<file path="src/hdl/spq_pkg.sv">
// Shared types and constants for the sorted priority queue.
package spq_pkg;
  localparam int unsigned CAPACITY_DEF = 16;

  localparam logic [1:0] MODE_INSERT = 2'd0;
  localparam logic [1:0] MODE_POP    = 2'd1;
  localparam logic [1:0] MODE_UPDATE = 2'd2;
  localparam logic [1:0] MODE_LIST   = 2'd3;

  localparam logic [1:0] ST_OK       = 2'd0;
  localparam logic [1:0] ST_EMPTY    = 2'd1;
  localparam logic [1:0] ST_NOTFOUND = 2'd2;
  localparam logic [1:0] ST_FULL     = 2'd3;

  typedef struct packed {
    logic [1:0]  mode;
    logic [7:0]  entry_tag;
    logic [7:0]  severity;
    logic [15:0] arrival;
  } req_t;

  typedef struct packed {
    logic [1:0]  status;
    logic [7:0]  out_tag;
    logic [7:0]  out_severity;
    logic [15:0] out_arrival;
    logic        last;
  } rsp_t;

  typedef struct packed {
    logic [7:0]  tag;
    logic [7:0]  sev;
    logic [15:0] arr;
  } entry_t;

  // Entry a goes ahead of (or with) entry b when it sorts at or before it.
  function automatic logic ahead(entry_t a, entry_t b);
    ahead = (a.sev > b.sev) || ((a.sev == b.sev) && (a.arr <= b.arr));
  endfunction
endpackage

</file>
<file path="src/hdl/spq_if.sv">
// Valid/ready channel interfaces for requests and responses.
interface spq_req_if;
  logic          valid;
  logic          ready;
  spq_pkg::req_t data;
  modport source (output valid, output data, input ready);
  modport sink (input valid, input data, output ready);
endinterface

interface spq_rsp_if;
  logic          valid;
  logic          ready;
  spq_pkg::rsp_t data;
  modport source (output valid, output data, input ready);
  modport sink (input valid, input data, output ready);
endinterface

</file>
<file path="src/hdl/sorted_priority_queue.sv">
// Top level of the sorted priority queue.
//   channel | dir | payload
//   req     | in  | mode, entry_tag, severity, arrival
//   rsp     | out | status, out_tag, out_severity, out_arrival, last
// A request is registered in the command queue before it reaches the back end. Insert and
// pop are done in the back end's idle state; update removes, then reinserts (S_REINS), then
// turns around (S_OUT); list sets up, reads one slot per result, then turns around.
// A two-entry command queue lets requests arrive while the back end works.
// Synchronous reset empties the queue; stalls on rsp hold the back end.
module sorted_priority_queue #(
  parameter int unsigned CAPACITY = spq_pkg::CAPACITY_DEF
) (
  input  logic      clk,
  input  logic      rst,
  spq_req_if.sink   req,
  spq_rsp_if.source rsp
);
  logic          cmd_valid;
  logic          cmd_pop;
  spq_pkg::req_t cmd;

  spq_front u_front (
    .clk(clk), .rst(rst), .req(req),
    .cmd_valid(cmd_valid), .cmd(cmd), .cmd_pop(cmd_pop)
  );

  spq_back #(.CAPACITY(CAPACITY)) u_back (
    .clk(clk), .rst(rst), .cmd_valid(cmd_valid), .cmd(cmd),
    .cmd_pop(cmd_pop), .rsp(rsp)
  );
endmodule

</file>
<file path="src/hdl/spq_front.sv">
// Front end: two-entry command queue between the request channel and the back end.
module spq_front (
  input  logic         clk,
  input  logic         rst,
  spq_req_if.sink      req,
  output logic         cmd_valid,
  output spq_pkg::req_t cmd,
  input  logic         cmd_pop
);
  spq_pkg::req_t q [2];
  logic          wr_ptr;
  logic          rd_ptr;
  logic [1:0]    fill;

  assign req.ready = (fill != 2'd2);
  assign cmd_valid = (fill != 2'd0);
  assign cmd       = q[rd_ptr];

  always_ff @(posedge clk) begin
    if (req.valid && req.ready) begin
      q[wr_ptr] <= req.data;
    end
  end

  always_ff @(posedge clk) begin
    if (rst) begin
      wr_ptr <= 1'b0;
      rd_ptr <= 1'b0;
      fill   <= 2'd0;
    end else begin
      if (req.valid && req.ready) begin
        wr_ptr <= ~wr_ptr;
      end
      if (cmd_pop) begin
        rd_ptr <= ~rd_ptr;
      end
      fill <= fill + 2'(req.valid && req.ready) - 2'(cmd_pop);
    end
  end
endmodule

</file>
<file path="src/hdl/spq_back.sv">
// Back end: sorted register array with shift insert/remove and list walk.
module spq_back #(
  parameter int unsigned CAPACITY = spq_pkg::CAPACITY_DEF
) (
  input  logic          clk,
  input  logic          rst,
  input  logic          cmd_valid,
  input  spq_pkg::req_t cmd,
  output logic          cmd_pop,
  spq_rsp_if.source     rsp
);
  localparam int unsigned IW = $clog2(CAPACITY);
  localparam int unsigned CW = $clog2(CAPACITY + 1);

  typedef enum logic [3:0] {
    S_IDLE   = 4'b0001,
    S_REINS  = 4'b0010,
    S_LIST   = 4'b0100,
    S_OUT    = 4'b1000
  } state_t;

  state_t            state;
  spq_pkg::entry_t   slot [CAPACITY];
  logic [CW-1:0]     count;
  logic [CW-1:0]     walk;
  spq_pkg::entry_t   hold;
  spq_pkg::rsp_t     out_reg;
  logic              out_valid;

  logic              out_free;
  logic              out_load;
  logic [CAPACITY-1:0] hit;
  logic [CAPACITY-1:0] before_new;
  logic              found;
  logic [IW-1:0]     hit_pos;
  spq_pkg::entry_t   ins_word;
  logic              do_ins;
  logic              do_rem;
  logic [IW-1:0]     rem_pos;
  spq_pkg::entry_t   new_word;

  function automatic spq_pkg::rsp_t err_rsp(logic [1:0] st);
    err_rsp = '{status: st, out_tag: 8'd0, out_severity: 8'd0, out_arrival: 16'd0,
                last: 1'b1};
  endfunction

  assign out_free  = !out_valid || rsp.ready;
  assign rsp.valid = out_valid;
  assign rsp.data  = out_reg;

  assign new_word = '{tag: cmd.entry_tag, sev: cmd.severity, arr: cmd.arrival};

  always_comb begin
    found   = 1'b0;
    hit_pos = '0;
    for (int i = CAPACITY - 1; i >= 0; i--) begin
      hit[i] = (CW'(i) < count) && (slot[i].tag == cmd.entry_tag);
      if (hit[i]) begin
        found   = 1'b1;
        hit_pos = IW'(i);
      end
    end
  end

  // Insert positions for the word to insert (new or held), count already valid for it.
  always_comb begin
    for (int i = 0; i < CAPACITY; i++) begin
      before_new[i] = (CW'(i) < count) && spq_pkg::ahead(slot[i], ins_word);
    end
  end

  always_comb begin
    cmd_pop  = 1'b0;
    do_ins   = 1'b0;
    do_rem   = 1'b0;
    rem_pos  = '0;
    ins_word = hold;
    out_load = 1'b0;
    if (state == S_IDLE && cmd_valid && out_free) begin
      cmd_pop  = 1'b1;
      out_load = 1'b1;
      case (cmd.mode)
        spq_pkg::MODE_INSERT: begin
          ins_word = new_word;
          do_ins   = (count < CW'(CAPACITY));
        end
        spq_pkg::MODE_POP: begin
          do_rem = (count != '0);
        end
        spq_pkg::MODE_UPDATE: begin
          do_rem   = found;
          rem_pos  = hit_pos;
          out_load = !found;
        end
        default: begin
          out_load = (count == '0);
        end
      endcase
    end else if (state == S_REINS) begin
      do_ins   = 1'b1;
      out_load = 1'b1;
    end else if (state == S_LIST) begin
      out_load = out_free;
    end
  end

  always_ff @(posedge clk) begin
    if (do_rem) begin
      for (int i = 0; i < CAPACITY - 1; i++) begin
        if (IW'(i) >= rem_pos) begin
          slot[i] <= slot[i + 1];
        end
      end
    end else if (do_ins) begin
      for (int i = 0; i < CAPACITY; i++) begin
        if (!before_new[i]) begin
          if (i == 0 || before_new[(i == 0) ? 0 : i - 1]) begin
            slot[i] <= ins_word;
          end else begin
            slot[i] <= slot[(i == 0) ? 0 : i - 1];
          end
        end
      end
    end
  end

  always_ff @(posedge clk) begin
    if (state == S_IDLE && cmd_pop && cmd.mode == spq_pkg::MODE_UPDATE) begin
      hold <= '{tag: cmd.entry_tag, sev: cmd.severity, arr: slot[hit_pos].arr};
    end
  end

  always_ff @(posedge clk) begin
    if (rst) begin
      out_valid <= 1'b0;
    end else if (out_load) begin
      out_valid <= 1'b1;
    end else if (rsp.ready) begin
      out_valid <= 1'b0;
    end
  end

  always_ff @(posedge clk) begin
    if (rst) begin
      state     <= S_IDLE;
      count     <= '0;
      walk      <= '0;
      out_reg   <= '0;
    end else begin
      case (state)
        S_IDLE: begin
          if (cmd_pop) begin
            case (cmd.mode)
              spq_pkg::MODE_INSERT: begin
                if (do_ins) begin
                  count   <= count + CW'(1);
                  out_reg <= '{status: spq_pkg::ST_OK, out_tag: cmd.entry_tag,
                               out_severity: cmd.severity, out_arrival: cmd.arrival,
                               last: 1'b1};
                end else begin
                  out_reg <= err_rsp(spq_pkg::ST_FULL);
                end
              end
              spq_pkg::MODE_POP: begin
                if (do_rem) begin
                  count   <= count - CW'(1);
                  out_reg <= '{status: spq_pkg::ST_OK, out_tag: slot[0].tag,
                               out_severity: slot[0].sev, out_arrival: slot[0].arr,
                               last: 1'b1};
                end else begin
                  out_reg <= err_rsp(spq_pkg::ST_EMPTY);
                end
              end
              spq_pkg::MODE_UPDATE: begin
                if (count == '0) begin
                  out_reg <= err_rsp(spq_pkg::ST_EMPTY);
                end else if (!found) begin
                  out_reg <= err_rsp(spq_pkg::ST_NOTFOUND);
                end else begin
                  count     <= count - CW'(1);
                  state     <= S_REINS;
                end
              end
              default: begin
                if (count == '0) begin
                  out_reg <= err_rsp(spq_pkg::ST_EMPTY);
                end else begin
                  walk      <= '0;
                  state     <= S_LIST;
                end
              end
            endcase
          end
        end
        S_REINS: begin
          count     <= count + CW'(1);
          out_reg   <= '{status: spq_pkg::ST_OK, out_tag: hold.tag, out_severity: hold.sev,
                         out_arrival: hold.arr, last: 1'b1};
          state     <= S_OUT;
        end
        S_LIST: begin
          if (out_free) begin
            out_reg   <= '{status: spq_pkg::ST_OK, out_tag: slot[walk[IW-1:0]].tag,
                           out_severity: slot[walk[IW-1:0]].sev,
                           out_arrival: slot[walk[IW-1:0]].arr,
                           last: (walk + CW'(1) == count)};
            walk      <= walk + CW'(1);
            if (walk + CW'(1) == count) begin
              state <= S_OUT;
            end
          end
        end
        S_OUT: begin
          state <= S_IDLE;
        end
        default: state <= S_IDLE;
      endcase
    end
  end
endmodule

</file>
<file path="src/flat_wrapper.sv">
// flat-port wrapper written by rule: the top's interface ports become plain ports
module sorted_priority_queue_flat 
#(
  parameter int unsigned CAPACITY = spq_pkg::CAPACITY_DEF
)
  (clk, rst, req_valid, req_data, req_ready, rsp_valid, rsp_data, rsp_ready);
  spq_req_if req_i ();
  spq_rsp_if rsp_i ();
  input  logic clk;
  input  logic rst;
  input wire logic [$bits(req_i.valid)-1:0] req_valid;
  input wire logic [$bits(req_i.data)-1:0] req_data;
  output wire logic [$bits(req_i.ready)-1:0] req_ready;
  output wire logic [$bits(rsp_i.valid)-1:0] rsp_valid;
  output wire logic [$bits(rsp_i.data)-1:0] rsp_data;
  input wire logic [$bits(rsp_i.ready)-1:0] rsp_ready;
  assign req_i.valid = req_valid;
  assign req_i.data = req_data;
  assign req_ready = req_i.ready;
  assign rsp_valid = rsp_i.valid;
  assign rsp_data = rsp_i.data;
  assign rsp_i.ready = rsp_ready;
  sorted_priority_queue #(.CAPACITY(CAPACITY)) u_core (.clk(clk), .rst(rst), .req(req_i), .rsp(rsp_i));
endmodule
</file>
<file path="config.mk">
export PLATFORM = sky130hd
export DESIGN_NAME = sorted_priority_queue_flat
export DESIGN_NICKNAME = d
export VERILOG_FILES = /design/src/hdl/spq_pkg.sv /design/src/hdl/spq_if.sv /design/src/hdl/sorted_priority_queue.sv /design/src/hdl/spq_front.sv /design/src/hdl/spq_back.sv /design/src/flat_wrapper.sv
export SDC_FILE = /design/constraint.sdc
export NUM_CORES = 2
export LEC_CHECK = 0
export ABC_AREA = 0
export BUFFER_PORTS_ARGS = -buffer_cell sky130_fd_sc_hd__clkbuf_2
export CAP_MARGIN = 10
export CORE_MARGIN = 3
export CORE_UTILIZATION = 50
export DETAILED_ROUTE_END_ITERATION = 7
export GPL_TIMING_DRIVEN = 0
export HOLD_SLACK_MARGIN = 0.02
export PLACE_DENSITY = 0.71
export SYNTH_ARGS = -nofsm -noshare
export SYNTH_HDL_FRONTEND = slang
export SYNTH_SLANG_ARGS = --single-unit
</file>
<file path="constraint.sdc">
create_clock -name clk -period 14.2 [get_ports clk]
set_input_delay 1.42 -clock clk [delete_from_list [all_inputs] [get_ports clk]]
set_output_delay 1.42 -clock clk [all_outputs]
set_load 0.02 [all_outputs]
</file>
==> results_dict.tcl <==
set metrics [dict create \
    synth_ff_type "edfxtp_1" \
    critPathKind "register to register" \
    avgSynthCellArea_sq_um 10.87 \
    fin_crit_sh 0.7814 \
    rsz0062_at_grt "no" \
    min_from "u_core.u_back.rsp.data[34]$_SDFFE_PP0P_" \
    report.final.slew_viol_count 0 \
    hold_depth 2 \
    internal_power_mw 6.258 \
    clock_latency_ps 690 \
    regToRegEndpoint "u_core.u_back.slot[0][10]$_DFFE_PP_" \
    grt_max_degree 35 \
    grt_overflow 0 \
    ys_warn_count 0 \
    viasPerCell 6.939 \
    coreArea_sq_mm 0.09742 \
    start_kind "register" \
    wl_per_cell_um 33.52 \
    drt_first_pass_iters 6 \
    cts.sinks 671 \
    hold_path.class "register to register" \
    finalSetupViolations 0 \
    dp_hpwl_mm 165.3 \
    grt.total_usage 0.3871 \
    drcViolationCount 0 \
    drt_iter0_markers 6226 \
    syn_inst 4553 \
    dieArea_sq_mm 0.1028 \
    ys_types 78 \
    status "finished clean" \
    p_leak_nw 20.82 \
    fin_crit_ps 11100 \
    rr_worst_depth 25 \
    drive_gt1_frac 0.1506 \
    max_slew.worst_pin.slew_ps 1309 \
    power.density_mw_per_mm2 205.1 \
    cp_max_fo 17 \
    timing_hold_violations_final 0 \
    die_w_um 320.6 \
    syn-num-nets 4986 \
    cts_htree_levels 3 \
    ios 75 \
    p_clk_frac 0.192 \
    fin_area_sq_mm 0.05470 \
    r2r_slack_ps 3100 \
    clkTransAtPathRegs_ps 60 \
    postCtsSetupBuffers 0 \
    area_growth_pct 10.51 \
    drt-total-wl_mm 203.6 \
    placementRows 114 \
    relSlewSlack 0.1218 \
    seqPwrFrac 0.324 \
    sw_frac_of_total 0.4423 \
    post_cts_resized 0 \
    gp_congestion 1.055 \
    maxCapViolations 0 \
    finClkSkew_ps 40.24 \
    clk_path_buf_depth 3 \
    end_kind "register" \
    io_buffers 73 \
    vias 42140 \
    dpl_cell_area_sq_mm 0.05197 \
    fp.dieH_um 320.6 \
    fin_setup_tns_ps 0 \
    start_util 0.5081 \
    drtAntennaViolNets 0 \
    peakVddDrop_uv 113.5 \
    grt_pass1_vias 40760 \
    nNetsFinal 5163 \
    clock_tree.root_cell "clkbuf_16" \
    syn-cell-area_sq_mm 0.04950 \
    ctsHoldBuffers 0 \
    grt_pass1_wl_mm 286.3 \
    seq_area_frac_synth 0.3951 \
    power_frac_comb 0.484 \
    worstPathRequired_ps 14630 \
    numCtsBuffers 81 \
    fmax_ghz 0.09012 \
    switchingPower_mw 4.963 \
    nFillCells 8470 \
    grt_antenna_before_repair 11 \
    ys_async_sr_fraction 0 \
    whs_endpoint "u_core.u_back.rsp.data[34]$_SDFFE_PP0P_" \
    ys_ff_latch 671 \
    worst_ep_arrival_time_ps 11520 \
    synth_edf_count 612 \
    cts_tree "built" \
]
area by class of cell:
| class | count | area [sq um] | share of cell area |
|---|---|---|---|
| flip-flops and latches | 671 | 19560 | 0.3576 |
| clock inverters | 50 | 528.0 | 0.009653 |
| well taps | 1276 | 1597 | 0.02919 |
| diodes | 2 | 5.005 | 0.00009149 |
| repair buffers | 94 | 822.0 | 0.01503 |
| clock buffers | 98 | 2121 | 0.03877 |
| inverters | 110 | 412.9 | 0.007548 |
| plain buffers | 316 | 1453 | 0.02656 |
| multi-input cells | 3456 | 28200 | 0.5156 |
power groups by stage:
stage               combinational, mW  sequential (mW)  clock (mW)
global placement                 5.00             3.64           0
finish                           5.43             3.64        2.15
floorplan                        3.48             3.36           0
global route                     5.80             3.65        2.22
CTS                              5.27             3.58        2.15
detailed placement               5.24             3.61           0
sequential cells by signal, indices dropped and copies added, names as in the netlist, named ones only:
name,flops
u_core.u_back.slot,512
u_core.u_front.q,68
u_core.u_back.rsp.data,35
u_core.u_back.hold,32
u_core.u_back.count,5
u_core.u_back.walk,5
u_core.u_back.state,4
u_core.u_front.fill,2
u_core.u_back.rsp.valid,1
u_core.u_front.rd_ptr,1
u_core.u_front.wr_ptr,1
layout by cell type, fill, tap and decap left out, types with 34 or more instances in the layout:
| cell | n |
|---|---|
| a211oi_1 | 54 |
| a21o_1 | 112 |
| a21oi_1 | 228 |
| a311oi_1 | 34 |
| buf_2 | 85 |
| clkbuf_1 | 194 |
| clkbuf_16 | 81 |
| clkbuf_2 | 74 |
| dfxtp_1 | 59 |
| edfxtp_1 | 612 |
| ha_1 | 395 |
| inv_1 | 109 |
| mux2_2 | 189 |
| mux2i_1 | 467 |
| mux4_2 | 160 |
| nand2_1 | 395 |
| nand3_1 | 34 |
| nand4_1 | 98 |
| nor2_1 | 245 |
| nor3_1 | 69 |
| o21a_1 | 79 |
| o21ai_0 | 376 |
| o21ai_1 | 35 |
| xnor2_1 | 109 |
| xor2_1 | 34 |
how the worst max path moves through the flow:
| stage | slack, ps | cells after the start | endpoint |
|---|---|---|---|
| floorplan | 6710 | 18 | u_core.u_back.slot[10][0]$_DFFE_PP_ |
| global placement | 2180 | 21 | u_core.u_back.slot[12][10]$_DFFE_PP_ |
| detailed placement | 3820 | 25 | u_core.u_back.slot[0][8]$_DFFE_PP_ |
| CTS | 3770 | 25 | u_core.u_back.slot[0][10]$_DFFE_PP_ |
| global route | 3090 | 25 | u_core.u_back.slot[0][8]$_DFFE_PP_ |
| finish | 3100 | 25 | u_core.u_back.slot[0][10]$_DFFE_PP_ |
kinds of logic (layout without fill, tap and decap cells):
| group | count (synthesis) | after routing | synth area share |
|---|---|---|---|
| adder cells (fa/ha/maj) | 395 | 395 | 0.09984 |
| AO/OA/AOI/OAI | 1107 | 1107 | 0.1397 |
| multiplexers | 816 | 816 | 0.2102 |
| buffers and inverters | 426 | 668 | 0.03764 |
| AND/OR/NAND/NOR | 995 | 995 | 0.09213 |
| other | 0 | 2 | 0 |
| flip-flops | 671 | 671 | 0.3951 |
| XOR/XNOR | 143 | 143 | 0.02530 |
routing by layer:
| layer | global-route usage | part of all wire | vias up |
|---|---|---|---|
| li1 | - | - | 17850 |
| met1 | 0.5004 | 0.37 | 20570 |
| met2 | 0.5715 | 0.42 | 3063 |
| met3 | 0.1258 | 0.14 | 644 |
| met4 | 0.2212 | 0.065 | 14 |
| met5 | 0 | 0.00053 | - |
metrics by stage:
stage | utilization | power (mW) | hold WS [ps] | instances | setup WS (ps)
3_3_place_gp | 0.5282 | 8.645 | 442.1 | 5902 | 2177
6_report | 0.5615 | 11.22 | 458.7 | 6073 | 3104
4_1_cts | 0.5607 | 10.99 | 464.5 | 6067 | 3766
5_1_grt | 0.5614 | 11.67 | 486.7 | 6071 | 3093
3_5_place_dp | 0.5335 | 8.852 | 456.0 | 5919 | 3819
2_1_floorplan | - | 6.847 | 463.2 | 4553 | 6714
synth_stat cells (7+ instances only):
library cell  instances  area (sq um)
edfxtp_1            612         18380
a31oi_1               7         43.79
buf_2                84         420.4
xor2_1               34         297.8
nor2b_1              31         193.9
a21boi_0             21         157.7
o21a_1               80         600.6
nor3_2                8         80.08
nand2_1             398          1494
a21oi_1             228          1141
nand2b_1             29         181.4
clkbuf_1            181         679.4
buf_4                22         165.2
xnor2_1             109         954.7
o211ai_1             17         127.6
inv_1               110         412.9
mux2i_1             467          4674
a211oi_1             54         405.4
a2111o_1              7         78.83
o22ai_1              17         106.4
o21ai_1              35         175.2
a311oi_1             34         297.8
a21o_1              112         840.8
nand3_1              35         175.2
a211o_1               7         61.31
dfxtp_1              59          1181
a2bb2oi_1             9         78.83
mux4_2              160          3603
ha_1                395          4942
nand4_1              98         613.1
nor2_1              246         923.4
a2111oi_0            12         105.1
o21ai_0             384          1922
a221oi_1             32         280.3
mux2_2              189          2128
nor3_1               70         350.3
and3_1               15         93.84
nor4_1               27         168.9
buf_1                21         78.83
o21bai_1             10         75.07
worst max-delay path, cell delays in order, from the launching register on:
cell and delay (ps):
dfxtp_1 320, buf_6 140, buf_6 180, buf_1 630, mux2i_1 270, ha_1 370, nand4_1 150, clkbuf_1 630
clkbuf_1 640, nand2_1 130, o21ai_1 710, clkbuf_1 740, inv_1 840, ha_1 700, nand4_1 230, nor4_1 900
nor3_1 270, o21ai_0 140, a21oi_1 190, a211oi_1 320, clkbuf_1 620, nand2b_1 200, clkbuf_1 370, clkbuf_1 460
o21ai_4 330, buf_16 260
No activity file was read; power rests on OpenSTA's default activity.
